<file path="src/rtl/pfmdec_pkg.sv">
// Package with the constants and result type of the PFM stream decoder.
package pfmdec_pkg;

    localparam int unsigned DEF_MAX_RASTER_BYTES = 67108864;
    localparam int unsigned DEF_TOKEN_LIMIT      = 64;

    localparam int unsigned DIM_W = 23;

    localparam logic [1:0] KIND_SAMPLE = 2'd0;
    localparam logic [1:0] KIND_HEADER = 2'd1;
    localparam logic [1:0] KIND_OK     = 2'd2;
    localparam logic [1:0] KIND_ERROR  = 2'd3;

    localparam logic [3:0] ERR_NONE      = 4'd0;
    localparam logic [3:0] ERR_HEADER    = 4'd1;
    localparam logic [3:0] ERR_TOKEN     = 4'd2;
    localparam logic [3:0] ERR_MAGIC     = 4'd3;
    localparam logic [3:0] ERR_WIDTH     = 4'd4;
    localparam logic [3:0] ERR_HEIGHT    = 4'd5;
    localparam logic [3:0] ERR_SCALE     = 4'd6;
    localparam logic [3:0] ERR_TOO_LARGE = 4'd7;
    localparam logic [3:0] ERR_SEPARATOR = 4'd8;
    localparam logic [3:0] ERR_TRUNCATED = 4'd9;
    localparam logic [3:0] ERR_TRAILING  = 4'd10;

    typedef struct packed {
        logic [1:0]       kind;
        logic [3:0]       code;
        logic             nonfinite;
        logic [DIM_W-1:0] width;
        logic [DIM_W-1:0] height;
        logic [DIM_W-1:0] texel;
        logic [1:0]       chan;
        logic [31:0]      bits;
        logic             last;
    } t_res;

endpackage

</file>
<file path="src/rtl/pfm_float_image_stream_decoder.sv">
// Top level of the PFM stream decoder: header parser, raster packer, result buffer.
//
//  channel | direction | handshake                  | payload
//  --------+-----------+----------------------------+-------------------------------------
//  input   | in        | i_in_valid / o_in_ready    | i_data_byte, i_end_of_file
//  output  | out       | o_out_valid / i_out_ready  | o_result_kind ... o_last_of_item
//
// Each input beat is decoded in the cycle it is accepted and its results land in the output
// register and a one-entry spill register, so one byte per clock is taken while results flow
// and no spill is pending. A beat with two results holds the input until its spill entry
// moves to the single output port. Reset is synchronous and active low; after a status result
// all input is taken and dropped until reset. Output stalls back up into o_in_ready.
module pfm_float_image_stream_decoder #(
    parameter int unsigned MAX_RASTER_BYTES = pfmdec_pkg::DEF_MAX_RASTER_BYTES,
    parameter int unsigned TOKEN_LIMIT      = pfmdec_pkg::DEF_TOKEN_LIMIT
) (
    input  logic                          i_clk,
    input  logic                          i_rst_n,
    input  logic                          i_in_valid,
    output logic                          o_in_ready,
    input  logic [7:0]                    i_data_byte,
    input  logic                          i_end_of_file,
    output logic                          o_out_valid,
    input  logic                          i_out_ready,
    output logic [1:0]                    o_result_kind,
    output logic [3:0]                    o_error_code,
    output logic                          o_nonfinite_error,
    output logic [pfmdec_pkg::DIM_W-1:0]  o_image_width_out,
    output logic [pfmdec_pkg::DIM_W-1:0]  o_image_height_out,
    output logic [pfmdec_pkg::DIM_W-1:0]  o_texel_index,
    output logic [1:0]                    o_channel,
    output logic [31:0]                   o_sample_bits,
    output logic                          o_last_of_item
);
    import pfmdec_pkg::*;

    localparam logic [63:0] DIM_LIMIT = 64'(MAX_RASTER_BYTES / 12);
    localparam int unsigned DW = $clog2(MAX_RASTER_BYTES / 12 + 1);
    localparam int unsigned AW = 2 * DW;
    localparam int unsigned RW = $clog2(MAX_RASTER_BYTES + 1);
    localparam int unsigned LW = $clog2(TOKEN_LIMIT + 1);

    typedef enum logic [3:0] {
        PH_MAGIC_SEP, PH_MAGIC_TOK, PH_WIDTH_SEP, PH_WIDTH_TOK, PH_HEIGHT_SEP,
        PH_HEIGHT_TOK, PH_SCALE_SEP, PH_SCALE_TOK, PH_RASTER, PH_DONE
    } t_phase;

    function automatic logic is_space(input logic [7:0] c);
        return c == 8'd32 || c == 8'd9 || c == 8'd10 || c == 8'd13 || c == 8'd12
            || c == 8'd11;
    endfunction

    function automatic t_res mk(input logic [1:0] kind, input logic [3:0] code,
                                input logic nf);
        t_res e;
        e = '0;
        e.kind = kind;
        e.code = code;
        e.nonfinite = nf;
        return e;
    endfunction

    t_phase        r_phase, n_phase;
    logic          r_comment, n_comment;
    logic [LW-1:0] r_len, n_len;
    logic [2:0]    r_match, n_match;
    logic [63:0]   r_val, n_val;
    logic          r_ovf, n_ovf;
    logic [DW-1:0] r_width, n_width;
    logic [DW-1:0] r_height, n_height;
    logic          r_too_large, n_too_large;
    logic          r_big, n_big;
    logic [23:0]   r_word, n_word;
    logic [1:0]    r_biw, n_biw;
    logic [1:0]    r_chan, n_chan;
    logic [DW-1:0] r_col, n_col;
    logic [DW-1:0] r_row, n_row;
    logic [RW-1:0] r_seen, n_seen;
    logic          r_nf, n_nf;
    logic [AW-1:0] r_area;
    logic [RW-1:0] r_total;

    t_res          r_out, r_spill, n_out, n_spill;
    logic          r_out_v, r_spill_v, n_out_v, n_spill_v;

    logic          accept;
    logic          out_fire;
    t_res          res [2];
    logic [1:0]    nres;

    // Token append and close helpers.
    t_phase        a_phase;
    logic [LW-1:0] a_len_in, ap_len;
    logic [2:0]    a_match_in, ap_match;
    logic [63:0]   a_val_in, ap_val;
    logic          a_ovf_in, ap_ovf, ap_long;
    logic [67:0]   mul10;
    logic [LW-1:0] c_len;
    logic [2:0]    c_match;
    logic [63:0]   c_val;
    logic          c_ovf;
    logic [3:0]    c_code;
    logic          dim_ok, dim_big;
    logic [31:0]   raw_word, swp_word;
    logic [7:0]    c;

    assign c = i_data_byte;
    assign out_fire = r_out_v && i_out_ready;
    assign o_in_ready = !r_spill_v && (!r_out_v || i_out_ready);
    assign accept = i_in_valid && o_in_ready;

    always_comb begin
        a_phase    = r_phase;
        a_len_in   = r_len;
        a_match_in = r_match;
        a_val_in   = r_val;
        a_ovf_in   = r_ovf;
        if (r_phase == PH_MAGIC_SEP || r_phase == PH_WIDTH_SEP || r_phase == PH_HEIGHT_SEP
            || r_phase == PH_SCALE_SEP) begin
            a_phase    = t_phase'(r_phase + 4'd1);
            a_len_in   = '0;
            a_match_in = 3'b111;
            a_val_in   = '0;
            a_ovf_in   = 1'b0;
        end
        ap_len   = a_len_in;
        ap_match = a_match_in;
        ap_val   = a_val_in;
        ap_ovf   = a_ovf_in;
        ap_long  = 1'b0;
        mul10    = {4'd0, a_val_in} * 68'd10 + {60'd0, c - 8'd48};
        if (a_len_in >= LW'(TOKEN_LIMIT)) begin
            ap_long = 1'b1;
        end else begin
            if (a_phase == PH_MAGIC_TOK) begin
                if (!((a_len_in == LW'(0) && c == "P") || (a_len_in == LW'(1) && c == "F")))
                    ap_match[0] = 1'b0;
            end else if (a_phase == PH_SCALE_TOK) begin
                if (!((a_len_in == LW'(0) && c == "-") || (a_len_in == LW'(1) && c == "1")
                    || (a_len_in == LW'(2) && c == ".") || (a_len_in == LW'(3) && c == "0")))
                    ap_match[0] = 1'b0;
                if (!((a_len_in == LW'(0) && c == "1") || (a_len_in == LW'(1) && c == ".")
                    || (a_len_in == LW'(2) && c == "0")))
                    ap_match[1] = 1'b0;
            end else begin
                if (c >= "0" && c <= "9") begin
                    if (!a_ovf_in) begin
                        if (mul10[67:64] != 4'd0) ap_ovf = 1'b1;
                        else ap_val = mul10[63:0];
                    end
                end else begin
                    ap_match[0] = 1'b0;
                end
            end
            ap_len = a_len_in + LW'(1);
        end
    end

    always_comb begin
        if ((r_phase == PH_MAGIC_TOK || r_phase == PH_WIDTH_TOK || r_phase == PH_HEIGHT_TOK
            || r_phase == PH_SCALE_TOK) && is_space(c)) begin
            c_len = r_len; c_match = r_match; c_val = r_val; c_ovf = r_ovf;
        end else begin
            c_len = ap_len; c_match = ap_match; c_val = ap_val; c_ovf = ap_ovf;
        end
        dim_ok  = c_match[0] && !c_ovf && c_val != 64'd0;
        dim_big = c_val > DIM_LIMIT;
        unique case (a_phase)
            PH_MAGIC_TOK:  c_code = (c_match[0] && c_len == LW'(2)) ? ERR_NONE : ERR_MAGIC;
            PH_WIDTH_TOK:  c_code = dim_ok ? ERR_NONE : ERR_WIDTH;
            PH_HEIGHT_TOK: c_code = dim_ok ? ERR_NONE : ERR_HEIGHT;
            default: begin
                if (!((c_match[0] && c_len == LW'(4)) || (c_match[1] && c_len == LW'(3))))
                    c_code = ERR_SCALE;
                else if (r_too_large || 64'(r_area) > DIM_LIMIT)
                    c_code = ERR_TOO_LARGE;
                else
                    c_code = ERR_NONE;
            end
        endcase
    end

    assign raw_word = {r_word, c};
    assign swp_word = r_big ? raw_word : {c, r_word[7:0], r_word[15:8], r_word[23:16]};

    always_comb begin
        n_phase = r_phase; n_comment = r_comment; n_len = r_len; n_match = r_match;
        n_val = r_val; n_ovf = r_ovf; n_width = r_width; n_height = r_height;
        n_too_large = r_too_large; n_big = r_big; n_word = r_word; n_biw = r_biw;
        n_chan = r_chan; n_col = r_col; n_row = r_row; n_seen = r_seen; n_nf = r_nf;
        res[0] = '0;
        res[1] = '0;
        nres = 2'd0;

        // Width check side effect, applied on every byte taken in the width phases, not only at a close.
        if (a_phase == PH_WIDTH_TOK && dim_ok) begin
            if (dim_big) n_too_large = 1'b1;
        end

        unique case (r_phase)
            PH_DONE: begin
            end
            PH_RASTER: begin
                if (r_seen >= r_total) begin
                    res[0] = mk(KIND_ERROR, ERR_TRAILING, 1'b0);
                    nres = 2'd1;
                    n_phase = PH_DONE;
                end else begin
                    n_seen = r_seen + RW'(1);
                    if (r_biw != 2'd3) begin
                        n_word = {r_word[15:0], c};
                        n_biw = r_biw + 2'd1;
                    end else begin
                        if (swp_word[30:23] == 8'hFF) n_nf = 1'b1;
                        res[0] = mk(KIND_SAMPLE, ERR_NONE, 1'b0);
                        res[0].texel = DIM_W'(r_row + r_col);
                        res[0].chan = r_chan;
                        res[0].bits = swp_word;
                        nres = 2'd1;
                        n_biw = 2'd0;
                        n_word = '0;
                        if (r_chan == 2'd2) begin
                            n_chan = 2'd0;
                            if (r_col + DW'(1) >= r_width) begin
                                n_col = '0;
                                n_row = (r_row >= r_width) ? r_row - r_width : '0;
                            end else begin
                                n_col = r_col + DW'(1);
                            end
                        end else begin
                            n_chan = r_chan + 2'd1;
                        end
                    end
                    if (i_end_of_file) begin
                        n_phase = PH_DONE;
                        if (n_seen < r_total)
                            res[nres[0]] = mk(KIND_ERROR, ERR_TRUNCATED, 1'b0);
                        else if (n_nf)
                            res[nres[0]] = mk(KIND_ERROR, ERR_NONE, 1'b1);
                        else
                            res[nres[0]] = mk(KIND_OK, ERR_NONE, 1'b0);
                        nres = nres + 2'd1;
                    end
                end
            end
            PH_MAGIC_SEP, PH_WIDTH_SEP, PH_HEIGHT_SEP, PH_SCALE_SEP: begin
                if (r_comment) begin
                    if (c == 8'd10) n_comment = 1'b0;
                    if (i_end_of_file) begin
                        res[0] = mk(KIND_ERROR, ERR_HEADER, 1'b0);
                        nres = 2'd1;
                        n_phase = PH_DONE;
                    end
                end else if (is_space(c) || c == "#") begin
                    if (c == "#") n_comment = 1'b1;
                    if (i_end_of_file) begin
                        res[0] = mk(KIND_ERROR, ERR_HEADER, 1'b0);
                        nres = 2'd1;
                        n_phase = PH_DONE;
                    end
                end else begin
                    n_phase = a_phase;
                    n_len = ap_len; n_match = ap_match; n_val = ap_val; n_ovf = ap_ovf;
                    if (ap_long) begin
                        res[0] = mk(KIND_ERROR, ERR_TOKEN, 1'b0);
                        nres = 2'd1;
                        n_phase = PH_DONE;
                    end else if (i_end_of_file) begin
                        res[0] = mk(KIND_ERROR, (c_code != ERR_NONE) ? c_code
                            : ((a_phase == PH_SCALE_TOK) ? ERR_SEPARATOR : ERR_HEADER), 1'b0);
                        nres = 2'd1;
                        n_phase = PH_DONE;
                    end
                end
            end
            default: begin
                if (is_space(c)) begin
                    if (c_code != ERR_NONE) begin
                        res[0] = mk(KIND_ERROR, c_code, 1'b0);
                        nres = 2'd1;
                        n_phase = PH_DONE;
                    end else if (r_phase == PH_SCALE_TOK) begin
                        n_phase = PH_RASTER;
                        n_big = !(c_match[0] && c_len == LW'(4));
                        n_word = '0; n_biw = 2'd0; n_chan = 2'd0; n_col = '0;
                        n_seen = '0; n_nf = 1'b0;
                        n_row = DW'(r_area - AW'(r_width));
                        res[0] = mk(KIND_HEADER, ERR_NONE, 1'b0);
                        res[0].width = DIM_W'(r_width);
                        res[0].height = DIM_W'(r_height);
                        nres = 2'd1;
                        if (i_end_of_file) begin
                            res[1] = mk(KIND_ERROR, ERR_TRUNCATED, 1'b0);
                            nres = 2'd2;
                            n_phase = PH_DONE;
                        end
                    end else begin
                        n_phase = t_phase'(r_phase + 4'd1);
                        n_comment = 1'b0;
                        if (r_phase == PH_WIDTH_TOK) n_width = dim_big ? '0 : DW'(c_val);
                        if (r_phase == PH_HEIGHT_TOK) begin
                            n_height = dim_big ? '0 : DW'(c_val);
                            if (dim_big) n_too_large = 1'b1;
                        end
                        if (i_end_of_file) begin
                            res[0] = mk(KIND_ERROR, ERR_HEADER, 1'b0);
                            nres = 2'd1;
                            n_phase = PH_DONE;
                        end
                    end
                end else begin
                    n_len = ap_len; n_match = ap_match; n_val = ap_val; n_ovf = ap_ovf;
                    if (ap_long) begin
                        res[0] = mk(KIND_ERROR, ERR_TOKEN, 1'b0);
                        nres = 2'd1;
                        n_phase = PH_DONE;
                    end else if (i_end_of_file) begin
                        res[0] = mk(KIND_ERROR, (c_code != ERR_NONE) ? c_code
                            : ((r_phase == PH_SCALE_TOK) ? ERR_SEPARATOR : ERR_HEADER), 1'b0);
                        nres = 2'd1;
                        n_phase = PH_DONE;
                    end
                end
            end
        endcase

        if (nres == 2'd2) res[1].last = 1'b1;
        else res[0].last = 1'b1;
    end

    always_comb begin
        n_out = r_out; n_spill = r_spill; n_out_v = r_out_v; n_spill_v = r_spill_v;
        if (accept) begin
            n_out = res[0];
            n_out_v = nres != 2'd0;
            n_spill = res[1];
            n_spill_v = nres == 2'd2;
        end else if (out_fire) begin
            n_out = r_spill;
            n_out_v = r_spill_v;
            n_spill_v = 1'b0;
        end
    end

    always_ff @(posedge i_clk) begin
        r_area  <= AW'(r_width) * AW'(r_height);
        r_total <= RW'({4'd0, r_area} * (AW + 4)'(12));
        r_out   <= n_out;
        r_spill <= n_spill;
        if (!i_rst_n) begin
            r_phase <= PH_MAGIC_SEP; r_comment <= 1'b0; r_len <= '0; r_match <= '0;
            r_ovf <= 1'b0; r_width <= '0; r_height <= '0;
            r_too_large <= 1'b0; r_big <= 1'b0; r_biw <= '0; r_chan <= '0;
            r_col <= '0; r_row <= '0; r_seen <= '0; r_nf <= 1'b0;
            r_out_v <= 1'b0; r_spill_v <= 1'b0;
            r_val <= '0; r_word <= '0;
        end else begin
            r_out_v <= n_out_v;
            r_spill_v <= n_spill_v;
            if (accept) begin
                r_phase <= n_phase; r_comment <= n_comment; r_len <= n_len;
                r_match <= n_match; r_ovf <= n_ovf; r_width <= n_width;
                r_height <= n_height; r_too_large <= n_too_large; r_big <= n_big;
                r_biw <= n_biw; r_chan <= n_chan; r_col <= n_col; r_row <= n_row;
                r_seen <= n_seen; r_nf <= n_nf;
                r_val <= n_val; r_word <= n_word;
            end
        end
    end

    assign o_out_valid        = r_out_v;
    assign o_result_kind      = r_out.kind;
    assign o_error_code       = r_out.code;
    assign o_nonfinite_error  = r_out.nonfinite;
    assign o_image_width_out  = r_out.width;
    assign o_image_height_out = r_out.height;
    assign o_texel_index      = r_out.texel;
    assign o_channel          = r_out.chan;
    assign o_sample_bits      = r_out.bits;
    assign o_last_of_item     = r_out.last;

endmodule
</file>
<file path="config.mk">
export PLATFORM = sky130hd
export DESIGN_NAME = pfm_float_image_stream_decoder
export DESIGN_NICKNAME = d
export VERILOG_FILES = /design/src/rtl/pfmdec_pkg.sv /design/src/rtl/pfm_float_image_stream_decoder.sv
export SDC_FILE = /design/constraint.sdc
export NUM_CORES = 2
export LEC_CHECK = 0
export BUFFER_PORTS_ARGS = -buffer_cell sky130_fd_sc_hd__buf_2
export CAP_MARGIN = 20
export CORE_AREA = 2 2 313 315
export DETAILED_ROUTE_END_ITERATION = 6
export DIE_AREA = 0 0 315 317
export GPL_TIMING_DRIVEN = 1
export MAX_ROUTING_LAYER = met4
export PLACE_DENSITY = 0.66
export SLEW_MARGIN = 10
export SYNTH_ARGS = -nofsm -noshare
export SYNTH_HDL_FRONTEND = slang
export SYNTH_SLANG_ARGS = --single-unit
</file>
<file path="constraint.sdc">
create_clock -name i_clk -period 26.8 [get_ports i_clk]
set_input_delay 2.68 -clock i_clk [delete_from_list [all_inputs] [get_ports i_clk]]
set_output_delay 2.68 -clock i_clk [all_outputs]
set_load 0.05 [all_outputs]
</file>
== After elaboration in Yosys (flattened, before gate mapping) ==
Cells that the tools add are included.
Widths: inputs -> output; s select.

* Flip-flop bits (word level): 525
* Input bits: 13
* Output and inout port bits: 113

* $add $sub $neg: 12
* Multiply operators: 3
* $lt $le $gt $ge: 11
* Eq/ne operators: 46
* Multiplexer cells: 183
* Bitwise gates (word level): 16
* Reduce and logical (&&, ||, !) cells: 70

{| class="wikitable"
|+ Operators by type and width
! cell !! number
|-
| $mux 111 || 21
|-
| $mux 64 || 11
|-
| $mux 222 || 3
|-
| $mux 23 || 16
|-
| $pmux 111 s3 || 1
|-
| $pmux 111 s2 || 1
|-
| $and 220x220->220 || 1
|-
| $not 220->220 || 1
|-
| $and 216x216->216 || 1
|-
| $not 216->216 || 1
|-
| $and 214x214->214 || 1
|-
| $not 214->214 || 1
|-
| $pmux 64 s2 || 1
|-
| $mux 24 || 5
|-
| $demux 111 s1 || 1
|-
| $mux 27 || 4
|-
| $pmux 23 s2 || 2
|-
| $add 68x8->68 || 1
|-
| $mul 64x3->67 const B || 1
|-
| $gt 64x23->1 const B || 1
|-
| $mux 4 || 16
|-
| $reduce_bool 64->1 || 1
|-
| $mux 58 || 1
|-
| $pmux 27 s2 || 1
|-
| other kinds (68) || 247
|}

== Logic depth before layout (Yosys ltp) ==
* Depth after elaboration: 29
* Depth in mapped cells: 40
* Mapped depth without buffers: 33

== Least setup slack after synthesis ==
Ideal clock, no wire load.

* Kind: reg2reg
* Start: register r_phase[0]
* End: register r_height[20]
* Library setup time: 0.127 ns
* Arrival: 8.976 ns
* Data required time: 26.673 ns
* Path slack: 17.697 ns
* Cell stages (with the launch flop): 37
* Buffers on the path: 10
* Clock period less this slack: 9.103 ns
* Cell sequence: dfxtp_1 -> clkbuf_1 -> inv_1 -> ha_1 -> o21bai_1 -> clkbuf_1 -> clkbuf_1 -> clkbuf_1 -> clkbuf_1 -> clkbuf_1 -> and2_1 -> ha_1 -> ha_1 -> a21o_1 -> or3_1 -> o21a_1 -> a21oi_1 -> mux2_4 -> or3_1 -> or4b_1 -> buf_4 -> nor4_4 -> nand4_4 -> nor4b_2 -> nand4b_1 -> and3_1 -> buf_6 -> nor4_4 -> a21oi_2 -> or4_1 -> or4_1 -> o22ai_1 -> o21ai_1 -> or4b_1 -> buf_6 -> buf_6 -> o2bb2ai_1

* Longest elaborated chain between the ends: 23

{| class="wikitable"
|+ Ends and longest elaborated chain
! item !! line !! RTL
|-
| start, declared || pfm_float_image_stream_decoder.sv:63 || <nowiki>t_phase r_phase, n_phase;</nowiki>
|-
| start signal, assigned || pfm_float_image_stream_decoder.sv:361 || <nowiki>r_phase <= n_phase; r_comment <= n_comment; r_len <= n_len;</nowiki>
|-
| branches (longest 23 deep; another with $add 68x8->68) || -- ||
|-
| end signal, assigned || pfm_float_image_stream_decoder.sv:363 || <nowiki>r_height <= n_height; r_too_large <= n_too_large; r_big <= n_big;</nowiki>
|-
| end, declared || pfm_float_image_stream_decoder.sv:70 || <nowiki>logic [DW-1:0] r_height, n_height;</nowiki>
|}

Several ways; the timed one is not identified.
A chain may end at the register's enable or synchronous reset.

== Worst setup path in the final report ==
* Start: register r_phase[0]
* End: register r_col[5]

* Longest elaborated chain between the ends: 23

{| class="wikitable"
|+ Ends and longest elaborated chain
! item !! line !! RTL
|-
| branches (longest 23 deep; another with $add 68x8->68) || -- ||
|-
| end signal, assigned || pfm_float_image_stream_decoder.sv:364 || <nowiki>r_biw <= n_biw; r_chan <= n_chan; r_col <= n_col; r_row <= n_row;</nowiki>
|-
| end, declared || pfm_float_image_stream_decoder.sv:76 || <nowiki>logic [DW-1:0] r_col, n_col;</nowiki>
|}

Several ways; the timed one is not identified.

==> impl_metrics.ini <==
[cts]
clk_pin_slew_ps = 60
cts_buffers = 53
clk_latency_ps = 650
clkSinkCount = 418
cts_resized = 0
htree_levels = 2
cts_setup_buffers = 0
hold_buffers = 0
cts_tree = done
cts_buffer_depth = 3
cts_root_buf = clkbuf_16

[die]
coreArea_um2 = 96280
die_h_um = 317
initial_utilization = 0.4984
num_io_pins = 126
row_count = 114
die_w_um = 315
die_area_um2 = 99860

[global_route]
grt_pass1_vias = 40500
antenna_found_initial = 2
grt.overflow.total = 0
grt_pass1_wl_um = 227700
grt_usage = 0.2966
grt_max_degree = 66

[sta]
setup_viol = 0
rsz0062_at_grt = no
clock_skew_ps = 41.00
post-route-period-util = 0.4182
post-route-min-period_ps = 11210
slew_headroom = 0.2598
fmax_mhz = 89.22
hold_violations = 0
hold_slack_ps = 446.4
final_max_slew_viol_count = 0
fin_tns_setup_ps = 0
worst_slew_pin_slew_ps = 1096

[logic_synthesis]
syn_inst = 5661
syn_nets = 6612
dominantRegCellSynth = dfxtp_1
yosys_register_bits = 418
ys_types = 114
synth_area_um2 = 47980
async_flop_share = 0
synth_warnings = 0
seq_area_frac_synth = 0.1986
syn_avg_cell_area_um2 = 8.476
synth_edf_count = 116

[power_and_ir_drop]
p_per_area_nw_per_um2 = 31.47
irDropWorstVdd_mv = 0.04436
p_leak_nw = 23.10
power_frac_seq = 0.415
intPower_mw = 1.165
clock_power_share = 0.479
p_total_mw = 1.626
p_switching_mw = 0.4604
pwr-share-comb = 0.106
swShare = 0.2832

[final_layout]
layout-drive-gt1-share = 0.07045
final_util = 0.5365
final_common_cell = nand2_1
design_area_um2 = 51650
nets = 6599
layout_common_cells = 706 x nand2_1, 633 x inv_1, 495 x ha_1
area_growth_pct = 7.648

[run]
drv_cap = 0

[placement]
place_area_um2 = 49720
hpwl_um = 106600
place_congestion = 0.9563
port_buffers = 125

[worst_setup_path]
critical_path.startpoint = r_phase[0]$_SDFFE_PN0P_
cp-start-kind = flop
crit_slowest_cell = a2111oi_0
critPathKind = flop to flop
cp-endpoint = r_col[5]$_SDFFE_PN0P_
worst_setup_path_end_kind = flop
r2r-start = r_phase[0]$_SDFFE_PN0P_
cp_common_cell = ha_1
crit_fanout = 55
ff2ff_setup_slack_ps = 15590
r2r_cells = 28
r2r-end = r_col[5]$_SDFFE_PN0P_
arrival_ps = 11770
worstPathRequired_ps = 27370
crit_path_max_incr_delay_ps = 780

[outcome]
status = finished clean

[drt]
avgRoutedWirePerCell_um = 20.60
drt_iter0_drc = 3206
via_count = 41150
ant_nets = 0
drcViolationCount = 0
wirelength_um = 143600
vias_per_cell = 5.905
drt-pass1-iter-count = 6

[worst_hold_path]
hold_class = flop to flop
[stage by stage]
step	setup slack, ps	instances
4_1_cts	15730	6965
2_1_floorplan	17700	5661
3_3_place_gp	15980	6866
3_5_place_dp	15750	6866
5_1_grt	15050	6968
6_report	15590	6969
[synthesized netlist by cell type, types with 143 or more instances]
master | count | area share
dfxtp_1 | 302 | 0.13
ha_1 | 495 | 0.13
nor2_1 | 409 | 0.032
nand3_1 | 143 | 0.015
nand2_1 | 709 | 0.055
clkbuf_1 | 226 | 0.018
xnor2_1 | 172 | 0.031
a21oi_1 | 301 | 0.031
fa_1 | 443 | 0.18
inv_1 | 634 | 0.050
and2_1 | 255 | 0.033
o21ai_0 | 183 | 0.019
[power by group through the flow]
stage | Sequential [mW] | Clock, mW | Combinational [mW]
2_1_floorplan | 0.737 | 0 | 0.0727
3_3_place_gp | 0.689 | 0 | 0.171
3_5_place_dp | 0.689 | 0 | 0.171
4_1_cts | 0.675 | 0.791 | 0.171
5_1_grt | 0.676 | 0.813 | 0.183
6_report | 0.675 | 0.778 | 0.173
[worst max-delay path, delay by kind of cell (launching register included)]
kind / cells / cell delay [ps]
AO/OA/AOI/OAI: 11 / 4500
adder cells (fa/ha/maj): 3 / 950
flip-flops: 1 / 570
buffers and inverters: 3 / 1040
XOR/XNOR: 1 / 170
AND/OR/NAND/NOR: 10 / 3860
[kinds of logic after synthesis]
kind of cell / share of synthesized area
xor gates and xnor gates: 0.04910
adders and majority gates: 0.3139
muxes: 0.01546
buffers and inverters: 0.07299
DFF: 0.1986
AOI/OAI and AO/OA: 0.1456
and+or+nand+nor: 0.2044
[area by class of cell]
| cell class | instances | area [um^2] |
|---|---|---|
| fill | 8993 | 44630 |
| multi-input combinational | 4338 | 35020 |
| sequential | 418 | 9530 |
| inverter | 634 | 2382 |
| tap | 1276 | 1597 |
| clock buffer | 71 | 1543 |
| timing repair buffer | 203 | 1220 |
| clock inverter | 28 | 357.8 |
| antenna | 1 | 2.502 |
[state kept, by name (all words and copies together), names as in the netlist, 24 cells and up]
register	flops
r_word	24
o_sample_bits	32
r_val	64
r_total	25
r_area	46
r_seen	27
[layer usage]
layer  track usage  vias up  part of all wire
li1              -    19200                 -
met1        0.3929    20100              0.43
met2        0.4679     1544              0.46
met3       0.03769      303             0.071
met4        0.1041        0             0.034
met5             -        -                 0
[worst min-delay path by stage]
stage / from / to / cells after the start
3_5_place_dp: r_area[0]$_DFF_P_ / r_total[2]$_DFF_P_ / 0
2_1_floorplan: r_area[0]$_DFF_P_ / r_total[2]$_DFF_P_ / 0
3_3_place_gp: r_area[0]$_DFF_P_ / r_total[2]$_DFF_P_ / 0
6_report: r_area[0]$_DFF_P_ / r_total[2]$_DFF_P_ / 0
4_1_cts: r_area[0]$_DFF_P_ / r_total[2]$_DFF_P_ / 0
5_1_grt: r_area[0]$_DFF_P_ / r_total[2]$_DFF_P_ / 0
Power figures use the tool's default switching activity.
